<file path="config.mk">
export PLATFORM = sky130hd
export DESIGN_NAME = utf8_to_utf16_transcoder_top
export DESIGN_NICKNAME = d
export VERILOG_FILES = /design/src/sv/u8u16_pkg.sv /design/src/sv/utf8_to_utf16_transcoder_top.sv
export SDC_FILE = /design/constraint.sdc
export NUM_CORES = 1
export LEC_CHECK = 0
export BUFFER_PORTS_ARGS = -buffer_cell sky130_fd_sc_hd__buf_2
export CORE_MARGIN = 3
export CORE_UTILIZATION = 57
export CTS_BUF_LIST = sky130_fd_sc_hd__clkbuf_2 sky130_fd_sc_hd__clkbuf_4 sky130_fd_sc_hd__clkbuf_8
export DETAILED_ROUTE_END_ITERATION = 12
export PLACE_DENSITY = 0.9
export REMOVE_ABC_BUFFERS = 1
export SLEW_MARGIN = 30
export SYNTH_ARGS = -nofsm -noshare
export SYNTH_HDL_FRONTEND = slang
export SYNTH_SLANG_ARGS = --single-unit
</file>
<file path="constraint.sdc">
create_clock -name clk -period 4.55 [get_ports clk]
set_clock_uncertainty 0.15 [all_clocks]
set_input_delay 0.2275 -clock clk [delete_from_list [all_inputs] [get_ports clk]]
set_output_delay 0.2275 -clock clk [all_outputs]
set_load 0.01 [all_outputs]
</file>
<file path="src/sv/u8u16_pkg.sv">
package u8u16_pkg;

    typedef logic [2:0]  len_t;
    typedef logic [20:0] cp_t;
    typedef logic [15:0] unit_t;
    typedef logic [7:0]  byte_t;
    typedef logic [1:0]  count_t;

    localparam unit_t REPL_CHAR   = 16'hfffd;
    localparam cp_t   SUPP_BASE   = 21'h010000;
    localparam cp_t   MAX_CP      = 21'h10ffff;
    localparam logic [5:0] HI_SURR_TOP = 6'b110110;
    localparam logic [5:0] LO_SURR_TOP = 6'b110111;

    localparam len_t UPPER_LEN [16] = '{
        3'd0, 3'd0, 3'd0, 3'd0, 3'd0, 3'd0, 3'd0, 3'd0,
        3'd2, 3'd2, 3'd2, 3'd2, 3'd3, 3'd3, 3'd4, 3'd0
    };

    // sequence length from the lead byte, zero for an invalid lead
    function automatic len_t seq_len(input byte_t lead);
        len_t len;
        if (!lead[7])
        begin
            len = 3'd1;
        end
        else
        begin
            len = UPPER_LEN[lead[6:3]];
        end
        return len;
    endfunction

    // code point of a complete sequence, continuation bytes masked only
    function automatic cp_t decode_cp(input len_t len, input byte_t b0, input byte_t b1,
                                      input byte_t b2, input byte_t b3);
        cp_t cp;
        case (len)
            3'd1:    cp = {14'd0, b0[6:0]};
            3'd2:    cp = {10'd0, b0[4:0], b1[5:0]};
            3'd3:    cp = {5'd0, b0[3:0], b1[5:0], b2[5:0]};
            3'd4:    cp = {b0[2:0], b1[5:0], b2[5:0], b3[5:0]};
            default: cp = '0;
        endcase
        return cp;
    endfunction

endpackage

</file>
<file path="src/sv/utf8_to_utf16_transcoder_top.sv">
// the first code unit of a byte is offered in the cycle after the byte is taken
// throughput: one byte per cycle while each byte gives at most one unit and unit_stall is low; a
// byte that gives more units holds the input until the three-entry result register, which
// drains one unit per cycle while unit_stall is low, is down to its last unit
// reset: asynchronous, clears the sequence count, length, result count and final flag;
// buffered sequence bytes and result entries are not reset
module utf8_to_utf16_transcoder_top
    import u8u16_pkg::*;
(
    input  logic        clk,
    input  logic        rst_n,
    input  logic        byte_valid,
    output logic        byte_stall,
    input  logic [7:0]  data_byte,
    input  logic        is_final_byte,
    output logic        unit_valid,
    input  logic        unit_stall,
    output logic [15:0] code_unit,
    output logic        last_of_run,
    output logic        end_of_text
);

    byte_t  pend_reg [3];
    count_t pend_cnt_reg;
    count_t pend_cnt_next;
    len_t   exp_len_reg;
    len_t   exp_len_next;

    unit_t  res_reg [3];
    count_t res_cnt_reg;
    logic   res_final_reg;

    logic   in_take;
    logic   out_take;
    logic   buffer_byte;

    byte_t  b0;
    byte_t  b1;
    byte_t  b2;
    len_t   n;
    len_t   len0;
    logic   full0;
    cp_t    cp0;
    cp_t    cp_fix;
    cp_t    cp_off;
    unit_t  u0;
    unit_t  u1;
    unit_t  u2;
    count_t num;

    assign out_take   = unit_valid && !unit_stall;
    assign byte_stall = !((res_cnt_reg == 2'd0) || ((res_cnt_reg == 2'd1) && !unit_stall));
    assign in_take    = byte_valid && !byte_stall;

    assign unit_valid  = (res_cnt_reg != 2'd0);
    assign code_unit   = res_reg[0];
    assign last_of_run = (res_cnt_reg == 2'd1);
    assign end_of_text = res_final_reg && (res_cnt_reg == 2'd1);

    // sequence so far, with the new byte in the slot after the buffered ones
    assign b0 = (pend_cnt_reg == 2'd0) ? data_byte : pend_reg[0];
    assign b1 = (pend_cnt_reg == 2'd1) ? data_byte : pend_reg[1];
    assign b2 = (pend_cnt_reg == 2'd2) ? data_byte : pend_reg[2];
    assign n  = {1'b0, pend_cnt_reg} + 3'd1;

    assign len0   = seq_len(b0);
    assign full0  = (len0 != 3'd0) && (len0 <= n);
    assign cp0    = full0 ? decode_cp(len0, b0, b1, b2, data_byte) : {5'd0, REPL_CHAR};
    assign cp_fix = (cp0 > MAX_CP) ? {5'd0, REPL_CHAR} : cp0;
    assign cp_off = cp_fix - SUPP_BASE;

    always_comb
    begin
        buffer_byte   = 1'b0;
        pend_cnt_next = pend_cnt_reg;
        exp_len_next  = exp_len_reg;
        if (is_final_byte)
        begin
            pend_cnt_next = 2'd0;
            exp_len_next  = 3'd0;
        end
        else if (pend_cnt_reg == 2'd0)
        begin
            if (len0 > 3'd1)
            begin
                buffer_byte   = 1'b1;
                pend_cnt_next = 2'd1;
                exp_len_next  = len0;
            end
        end
        else if (n >= exp_len_reg)
        begin
            pend_cnt_next = 2'd0;
            exp_len_next  = 3'd0;
        end
        else
        begin
            buffer_byte   = 1'b1;
            pend_cnt_next = pend_cnt_reg + 2'd1;
        end
    end

    always_comb
    begin
        u0  = REPL_CHAR;
        u1  = REPL_CHAR;
        u2  = REPL_CHAR;
        num = 2'd0;
        if (buffer_byte)
        begin
            num = 2'd0;
        end
        else if (full0 || !is_final_byte)
        begin
            if (cp_fix[20:16] != 5'd0)
            begin
                u0  = {HI_SURR_TOP, cp_off[19:10]};
                u1  = {LO_SURR_TOP, cp_off[9:0]};
                num = 2'd2;
            end
            else
            begin
                u0  = cp_fix[15:0];
                num = 2'd1;
            end
        end
        else
        begin
            // truncated or invalid lead at end of text, the rest is decoded again
            case (n)
                3'd1:
                begin
                    num = 2'd1;
                end
                3'd2:
                begin
                    u1  = b1[7] ? REPL_CHAR : {8'd0, b1};
                    num = 2'd2;
                end
                default:
                begin
                    if (seq_len(b1) == 3'd2)
                    begin
                        u1  = {5'd0, b1[4:0], b2[5:0]};
                        num = 2'd2;
                    end
                    else
                    begin
                        u1  = b1[7] ? REPL_CHAR : {8'd0, b1};
                        u2  = b2[7] ? REPL_CHAR : {8'd0, b2};
                        num = 2'd3;
                    end
                end
            endcase
        end
    end

    always_ff @(posedge clk or negedge rst_n)
    begin
        if (!rst_n)
        begin
            pend_cnt_reg <= 2'd0;
            exp_len_reg  <= 3'd0;
        end
        else if (in_take)
        begin
            pend_cnt_reg <= pend_cnt_next;
            exp_len_reg  <= exp_len_next;
        end
    end

    always_ff @(posedge clk)
    begin
        if (in_take && buffer_byte)
        begin
            case (pend_cnt_reg)
                2'd0:    pend_reg[0] <= data_byte;
                2'd1:    pend_reg[1] <= data_byte;
                2'd2:    pend_reg[2] <= data_byte;
                default: pend_reg[2] <= data_byte;
            endcase
        end
    end

    always_ff @(posedge clk or negedge rst_n)
    begin
        if (!rst_n)
        begin
            res_cnt_reg   <= 2'd0;
            res_final_reg <= 1'b0;
        end
        else if (in_take)
        begin
            res_cnt_reg   <= num;
            res_final_reg <= is_final_byte;
        end
        else if (out_take)
        begin
            res_cnt_reg <= res_cnt_reg - 2'd1;
        end
    end

    always_ff @(posedge clk)
    begin
        if (in_take)
        begin
            res_reg[0] <= u0;
            res_reg[1] <= u1;
            res_reg[2] <= u2;
        end
        else if (out_take)
        begin
            res_reg[0] <= res_reg[1];
            res_reg[1] <= res_reg[2];
        end
    end

`ifndef SYNTHESIS
    a_take_when_drained: assert property (@(posedge clk) disable iff (!rst_n)
        in_take |-> (res_cnt_reg == 2'd0) || ((res_cnt_reg == 2'd1) && out_take))
        else $error("item taken while results still pending");

    a_pend_below_len: assert property (@(posedge clk) disable iff (!rst_n)
        (pend_cnt_reg != 2'd0) |-> ({1'b0, pend_cnt_reg} < exp_len_reg))
        else $error("buffered count reached sequence length");

    a_final_clears: assert property (@(posedge clk) disable iff (!rst_n)
        (in_take && is_final_byte) |=> (pend_cnt_reg == 2'd0) && (res_cnt_reg != 2'd0))
        else $error("final byte left state or gave no unit");

    a_eot_is_last: assert property (@(posedge clk) disable iff (!rst_n)
        (unit_valid && end_of_text) |-> last_of_run)
        else $error("end of text not on last unit");
`endif

endmodule

</file>
==> reports/qor_table.md, run 1 <==
| Metric | Reported |
|---|---|
| Result of the run | complete, no violations |
| Transition at the pin with the smallest max-transition slack | 848 ps |
| Share of total power in the clock network | 16.9% |
| Reg-to-reg endpoint | res_reg[0][9] |
| Core ar. | 0.00737 sq mm |
| Routed WL | 11.7 mm |
| Clock root buffer | sky130_fd_sc_hd__clkbuf_8 |
| Flops & latches, synth | 69 |
| Share of synthesized flip-flops with an asynchronous set or reset | 11.6% |
| Synthesized cell area | 0.00441 sq mm |
| Worst-path cell with the longest stage delay | sky130_fd_sc_hd__or3b_2 |
| Initial antenna violation count | 0 |
| Grt total ovfl | 0 |
| Area share of the largest cell type after synthesis | 41.5% |
| Remaining DRCs | 0 |
| Combinational share of power | 54.3% |
| Number of vias per cell after detailed routing | 6.67 |
| Startpoint-to-endpoint class of the critical path | flip-flop to flip-flop |
| Number of instances on the worst hold path | 1 |
| Wire length of the first global-routing pass | 18.2 mm |
| Number of I/O port buffers | 32 |
| GRT Overall Usage | 27.3% |
| Net count reported at finish | 465 |
| Die height | 94.0 microns |
| Worst Path Required | 4490 ps |
| Worst path cell trace | inv_1 -> ha_1 -> buf_4 -> nand4bb_1 -> nand2_1 -> nand2_1 -> inv_1 -> ha_1 -> nand2b_1 -> a2111oi_1 -> nor3_1 -> o21ai_2 -> or3b_2 -> ha_1 -> o21bai_1 -> a21oi_1 -> a21oi_1 -> and3b_1 -> a311oi_1 |
| Detailed-route via count | 3,629 |
| Cell occurring most often along the worst timing path | sky130_fd_sc_hd__ha_1 |
| Clock latency on the worst-skew pair | 350 ps |
| Switching part of the total power | 42.7% |
| Filler Cells Inserted | 620 |
| IO Pins | 33 |
| Number of buffer and inverter instances along the worst setup path | 3 |
| Hold Worst Slack | 16.9 ps |
| Clock-pin slew reported for the worst setup and hold paths after clock tree synthesis | 80 ps |
| Post-route setup slack | 257 ps |
| Gpl congestion | 0.914 |
| Worst Setup End Kind | flip-flop |
| Proportion of layout cells with a drive suffix above 1 | 22.7% |
| Initial DRT Pass Iterations | 6 |
| Deepest level of the CTS H-tree | 3 |
| Relative slew slack | 43.3% |
| X dimension of the die | 94.0 microns |
| Hold path start | data_byte[2] |
| Leak pwr | 1.70 nW |
| Length in cells of the worst reg-to-reg path | 19 |
| Instance count of the mapped netlist | 418 |
| Post-synthesis sequential area ratio | 46.1% |
| Internal Pwr Total | 1.90 mW |
| Non-Filler Instances | 544 |
| Via count of the first global-routing pass | 3,400 |
| Area growth syn-to-layout | 9.53% |
| Floorplan row count | 31 |
| Pre-CTS setup slack | -61.9 ps |
| Post-route minimum period | 4290 ps |
| Most common library cell in the layout ignoring fill and taps | sky130_fd_sc_hd__edfxtp_1 |
| Top cells by area in the synthesized netlist | sky130_fd_sc_hd__edfxtp_1 (42%), sky130_fd_sc_hd__dfrtp_1 (4.5%), sky130_fd_sc_hd__mux2_2 (4.3%) |
| Fmax achieved | 0.233 GHz |
| Effective utilization at floorplan | 59.8% |
| Critical path startpoint category | flip-flop |
| Mean routed wirelength per cell | 21.4 microns |
| Placed cell areas | 0.00457 sq mm |
| Cell type group with the largest total delay on the critical path | simple AND/OR/NAND/NOR gates |
| Detailed Route Iter0 Violations | 603 |
| Count of pins over their slew limit | 0 |
| Highest cell delay on the worst timing path | 510 ps |
| ANT cells | 0 |
| Number of flip-flops under the largest register name | 37 |
| Detailed placer's ending HPWL | 8.49 mm |
| Clock tree from TritonCTS | done |
| Signal arrival time at the worst endpoint | 4230 ps |
| Flip-flop cell with the highest count after synthesis | sky130_fd_sc_hd__edfxtp_1 |
| Areal power density over the cells | 686 mW/mm^2 |
| Commonest cells after routing, fill and taps aside | sky130_fd_sc_hd__edfxtp_1 (61), sky130_fd_sc_hd__nand2_1 (39), sky130_fd_sc_hd__nor2_1 (33) |
| Per-instance average area after synthesis | 10.5 sq um |
| Number of sinks handled by clock tree synthesis | 69 |
| Hold Fails Final Rpt | 0 |
| Overall die area | 0.00883 sq mm |
| Post-synth top area cell | sky130_fd_sc_hd__edfxtp_1 |
| Max-cap violation count | 0 |
| Finish-stage setup viols | 0 |
| Number of synthesis warnings | 0 |
| Placed cell count | 525 |
| Largest net degree at the start of global routing | 34 |
| Beginning of the worst register-to-register path | pend_cnt_reg[1] |
| Hold Path Class | input port to flip-flop |
| Hold endpoint | pend_reg[1][2] |
| Post-route clock period utilization | 94.4% |
| TritonCTS buffer count | 9 |
| Final design instance area without fill | 0.00483 sq mm |
| R2R Setup Slk | 260 ps |
| Crit path max fanout | 13 |
| DRT antenna net count | 0 |
| Number of enable flip-flop cells after synthesis | 61 |
| Reg power frac | 28.8% |
| Max Buffers Root-to-Sink | 2 |
| Count of cell types in the netlist | 76 |
| Sw Pwr | 1.41 mW |
| VDD IR-drop max | 0.300 mV |
[repair_timing]
action	CTS	global route
setup endpoints to repair	3	16
hold buffers	2	0
endpoints found under the hold margin	11	0
resized for setup	1	2
cloned	0	0
setup buffers	0	1
pin swaps	0	1
[worst reg2reg max path, stage by stage (launching register included)]
cell                        delay, ps
sky130_fd_sc_hd__dfrtp_1          390
sky130_fd_sc_hd__inv_1            110
sky130_fd_sc_hd__ha_1             280
sky130_fd_sc_hd__buf_4            250
sky130_fd_sc_hd__nand4bb_1        140
sky130_fd_sc_hd__nand2_1           60
sky130_fd_sc_hd__nand2_1           80
sky130_fd_sc_hd__inv_1             60
sky130_fd_sc_hd__ha_1             320
sky130_fd_sc_hd__nand2b_1         110
sky130_fd_sc_hd__a2111oi_1         70
sky130_fd_sc_hd__nor3_1           380
sky130_fd_sc_hd__o21ai_2          140
sky130_fd_sc_hd__or3b_2           510
sky130_fd_sc_hd__ha_1             320
sky130_fd_sc_hd__o21bai_1         190
sky130_fd_sc_hd__a21oi_1          150
sky130_fd_sc_hd__a21oi_1           60
sky130_fd_sc_hd__and3b_1          220
sky130_fd_sc_hd__a311oi_1          50
[worst max-delay path by stage]
stage | startpoint | to | slack [ps] | depth (start not counted)
finish | pend_cnt_reg[1] | res_reg[0][9] | 260 | 19
global route | pend_cnt_reg[1] | res_cnt_reg[1] | -10 | 17
CTS | pend_cnt_reg[1] | res_reg[0][7] | 70 | 18
floorplan | pend_cnt_reg[0] | res_reg[0][7] | -790 | 16
detailed placement | pend_cnt_reg[1] | res_reg[0][7] | -60 | 17
global placement | pend_cnt_reg[0] | res_reg[0][7] | 160 | 17
[per-layer routing]
layer	part of all wire, %	track usage, %	vias up
met1	41	38.6	1733
met2	46	41.7	234
met3	9.8	4.81	29
met4	2.7	11.1	0
met5	0	0	-
li1	-	-	1633
[logic make-up after synthesis]
kind of cell	after synthesis	share of synthesized area (%)
flip-flops	69	46.1
adder cells (fa/ha/maj)	12	3.41
AND/OR/NAND/NOR	135	16.7
multiplexers	31	7.63
buffers and inverters	54	6.44
AO/OA/AOI/OAI	117	19.8
[area by class of cell]
class | count | area (sq um) | area share, %
Clock buffer | 9 | 124 | 2.56
Inverter | 18 | 67.6 | 1.40
Timing Repair Buffer | 47 | 278 | 5.75
Clock inverter | 7 | 97.6 | 2.02
Sequential cell | 69 | 2030 | 42.1
Tap cell | 99 | 124 | 2.56
Multi-Input combinational cell | 295 | 2110 | 43.6
[Yosys cell counts (3+ instances only)]
master and n:
sky130_fd_sc_hd__buf_4 18, sky130_fd_sc_hd__nor3_1 6, sky130_fd_sc_hd__o21ai_0 21, sky130_fd_sc_hd__edfxtp_1 61
sky130_fd_sc_hd__inv_1 17, sky130_fd_sc_hd__nand3b_1 3, sky130_fd_sc_hd__nand3_1 8, sky130_fd_sc_hd__or2_2 3
sky130_fd_sc_hd__and2_1 6, sky130_fd_sc_hd__and3_1 4, sky130_fd_sc_hd__ha_1 12, sky130_fd_sc_hd__nor2_1 33
sky130_fd_sc_hd__dfrtp_1 8, sky130_fd_sc_hd__o22ai_1 3, sky130_fd_sc_hd__a22oi_1 7, sky130_fd_sc_hd__nor2b_1 3
sky130_fd_sc_hd__clkbuf_1 11, sky130_fd_sc_hd__nor3_2 3, sky130_fd_sc_hd__nand2b_1 8, sky130_fd_sc_hd__nand2_1 39
sky130_fd_sc_hd__a222oi_1 3, sky130_fd_sc_hd__a21oi_1 27, sky130_fd_sc_hd__a31oi_1 7, sky130_fd_sc_hd__buf_2 5
sky130_fd_sc_hd__mux2_2 17, sky130_fd_sc_hd__a221oi_1 9, sky130_fd_sc_hd__mux2i_1 13
[power by group through the flow]
stage / Combinational, mW / Clock [mW] / Sequential [mW]
CTS: 1.76 / 0.561 / 0.956
finish: 1.80 / 0.560 / 0.953
global route: 1.94 / 0.591 / 0.967
global placement: 1.72 / 0 / 0.962
detailed placement: 1.74 / 0 / 0.969
floorplan: 1.16 / 0 / 1.02
[through the flow]
stage               utilization [%]  TNS (ps)  power [mW]
finish                         65.5         0        3.31
global route                   65.5     -13.1        3.50
CTS                            65.3         0        3.27
detailed placement             62.0     -92.6        2.71
global placement               62.0         0        2.68
floorplan                         -    -16630        2.17
Note: power is estimated with default switching activity, not from simulation.
==> run 2, diff against run 1 <==
--- a/config.mk
+++ b/config.mk
@@ -11,7 +11,6 @@
 export CTS_BUF_LIST = sky130_fd_sc_hd__clkbuf_2 sky130_fd_sc_hd__clkbuf_4 sky130_fd_sc_hd__clkbuf_8
 export DETAILED_ROUTE_END_ITERATION = 12
 export PLACE_DENSITY = 0.9
-export REMOVE_ABC_BUFFERS = 1
 export SLEW_MARGIN = 30
 export SYNTH_ARGS = -nofsm -noshare
 export SYNTH_HDL_FRONTEND = slang
==> reports/qor_table.md, run 2 (synthesis gave the netlist of run 1 again) <==
| Metric | Reported |
|---|---|
| Fmax achieved | 0.234 GHz |
| Die height | 94.0 microns |
| Net count of the mapped netlist | 443 |
| Overall die area | 0.00883 sq mm |
| Count of pins over their slew limit | 0 |
| Leak pwr | 1.70 nW |
| Commonest cells after routing, fill and taps aside | sky130_fd_sc_hd__edfxtp_1 (61), sky130_fd_sc_hd__nand2_1 (39), sky130_fd_sc_hd__nor2_1 (33) |
| ANT cells | 0 |
| Number of flip-flops under the largest register name | 37 |
| Areal power density over the cells | 684 mW/mm^2 |
| Area growth syn-to-layout | 9.82% |
| Via count of the first global-routing pass | 3,234 |
| Hold Fails Final Rpt | 0 |
| Post-route minimum period | 4280 ps |
| Worst Setup End Kind | flip-flop |
| Core ar. | 0.00737 sq mm |
| Clock root buffer | sky130_fd_sc_hd__clkbuf_8 |
| Top Layer Used | met4 |
| Max-cap violation count | 0 |
| Proportion of layout cells with a drive suffix above 1 | 22.7% |
| Number of I/O port buffers | 32 |
| Crit path max fanout | 17 |
| Floorplan row count | 31 |
| Grt total ovfl | 0 |
| Met2 routed WL | 5.17 mm |
| Max Buffers Root-to-Sink | 2 |
| Relative slew slack | 40.5% |
| Signal arrival time at the worst endpoint | 4200 ps |
| Number of sinks handled by clock tree synthesis | 69 |
| Post-route clock period utilization | 94.0% |
| Pre-CTS setup slack | -20.8 ps |
| Transition at the pin with the smallest max-transition slack | 892 ps |
| Result of the run | complete, no violations |
| Detailed placer's ending HPWL | 7.91 mm |
| Final design instance area without fill | 0.00484 sq mm |
| Effective utilization at floorplan | 59.8% |
| TritonCTS buffer count | 9 |
| Startpoint-to-endpoint class of the critical path | flip-flop to flip-flop |
| Summed negative setup slack over all endpoints | 0 ps |
| Wire length of the first global-routing pass | 17.6 mm |
| Routed WL | 11.3 mm |
| Most common library cell in the layout ignoring fill and taps | sky130_fd_sc_hd__edfxtp_1 |
| DRT antenna net count | 0 |
| Number of vias per cell after detailed routing | 6.60 |
| Finished Core Util | 65.7% |
| Clock latency on the worst-skew pair | 360 ps |
| Gpl congestion | 0.990 |
| Net count reported at finish | 465 |
| Met1 wire length | 4.75 mm |
| Worst Path Required | 4470 ps |
| Hold Path Class | input port to flip-flop |
| Remaining DRCs | 0 |
| GRT Overall Usage | 26.3% |
| Clock tree from TritonCTS | done |
| Initial DRT Pass Iterations | 6 |
| X dimension of the die | 94.0 microns |
| Clock-pin slew reported for the worst setup and hold paths after clock tree synthesis | 90 ps |
| Critical path startpoint category | flip-flop |
| Detailed Route Iter0 Violations | 525 |
| DR WL met3 | 1.02 mm |
| Initial antenna violation count | 0 |
| Deepest level of the CTS H-tree | 3 |
| Largest net degree at the start of global routing | 34 |
| IO Pins | 33 |
| Post-route setup slack | 271 ps |
| VDD IR-drop max | 0.335 mV |
| Placed cell areas | 0.00456 sq mm |
| Detailed-route via count | 3,588 |
| Finish-stage setup viols | 0 |
| Total Power Consumption | 3.31 mW |
| Mean routed wirelength per cell | 20.7 microns |
[run 2: layout make-up]
class | instances | area, sq um
clock buffer | 9 | 124
sequential | 69 | 2030
inverter | 18 | 67.6
fill | 589 | 2530
tap | 99 | 124
timing repair buffer | 47 | 280
multi-input combinational | 295 | 2110
clock inverter | 7 | 103
[run 2: path summary, 6_finish.rpt]
| path | endpoint | slack, ps | from | cells past startpoint |
|---|---|---|---|---|
| hold / removal | res_final_reg | 20 | is_final_byte | 3 |
| max in group asynchronous | res_cnt_reg[1] | 3980 | rst_n | 2 |
| setup reg to reg | res_reg[0][23] | 270 | pend_cnt_reg[1] | 17 |
| min in group asynchronous | res_cnt_reg[0] | 80 | rst_n | 2 |
| hold reg to reg | res_final_reg | 320 | res_final_reg | 2 |
| setup / recovery | res_reg[0][23] | 270 | pend_cnt_reg[1] | 17 |
[run 2: through the flow]
stage	hold slack (ps)	instances
finish	22.9	544
global route	38.2	544
CTS	15.5	542
detailed placement	-64.1	523
global placement	-70.2	523
floorplan	-218	418
[run 2: worst max-delay path, cell delays in order (launching register included)]
cell and delay (ps):
sky130_fd_sc_hd__dfrtp_1 380, sky130_fd_sc_hd__inv_1 110, sky130_fd_sc_hd__ha_1 260, sky130_fd_sc_hd__buf_4 260, sky130_fd_sc_hd__nand4bb_1 150, sky130_fd_sc_hd__nand2_1 60, sky130_fd_sc_hd__nand2_1 80, sky130_fd_sc_hd__inv_1 60
sky130_fd_sc_hd__ha_1 320, sky130_fd_sc_hd__nand2b_1 120, sky130_fd_sc_hd__a2111oi_2 60, sky130_fd_sc_hd__nor3_1 340, sky130_fd_sc_hd__o21ai_2 160, sky130_fd_sc_hd__or3b_2 510, sky130_fd_sc_hd__ha_1 310, sky130_fd_sc_hd__o31ai_4 170
sky130_fd_sc_hd__and2_1 340, sky130_fd_sc_hd__a221oi_1 150
[run 2: timing repair]
item | CTS | global route
hold buffers | 3 | 0
endpoints found under the setup margin | 1 | 12
pin swaps | 0 | 1
endpoints found under the hold margin | 14 | 0
setup buffers | 0 | 2
gates resized for setup | 1 | 3
[run 2: metal layers]
layer	up-vias	global-route usage [%]
li1	1626	-
met1	1704	36.5
met2	222	39.5
met3	36	6.49
met4	0	10.5
met5	-	0
[run 2: where the power goes]
group	internal (mW)	total [mW]	leakage [nW]	switching (mW)
clock network	0.316	0.579	0.111	0.263
registers	0.906	0.950	0.620	0.0447
logic	0.669	1.78	0.974	1.11
total	1.89	3.31	1.70	1.42
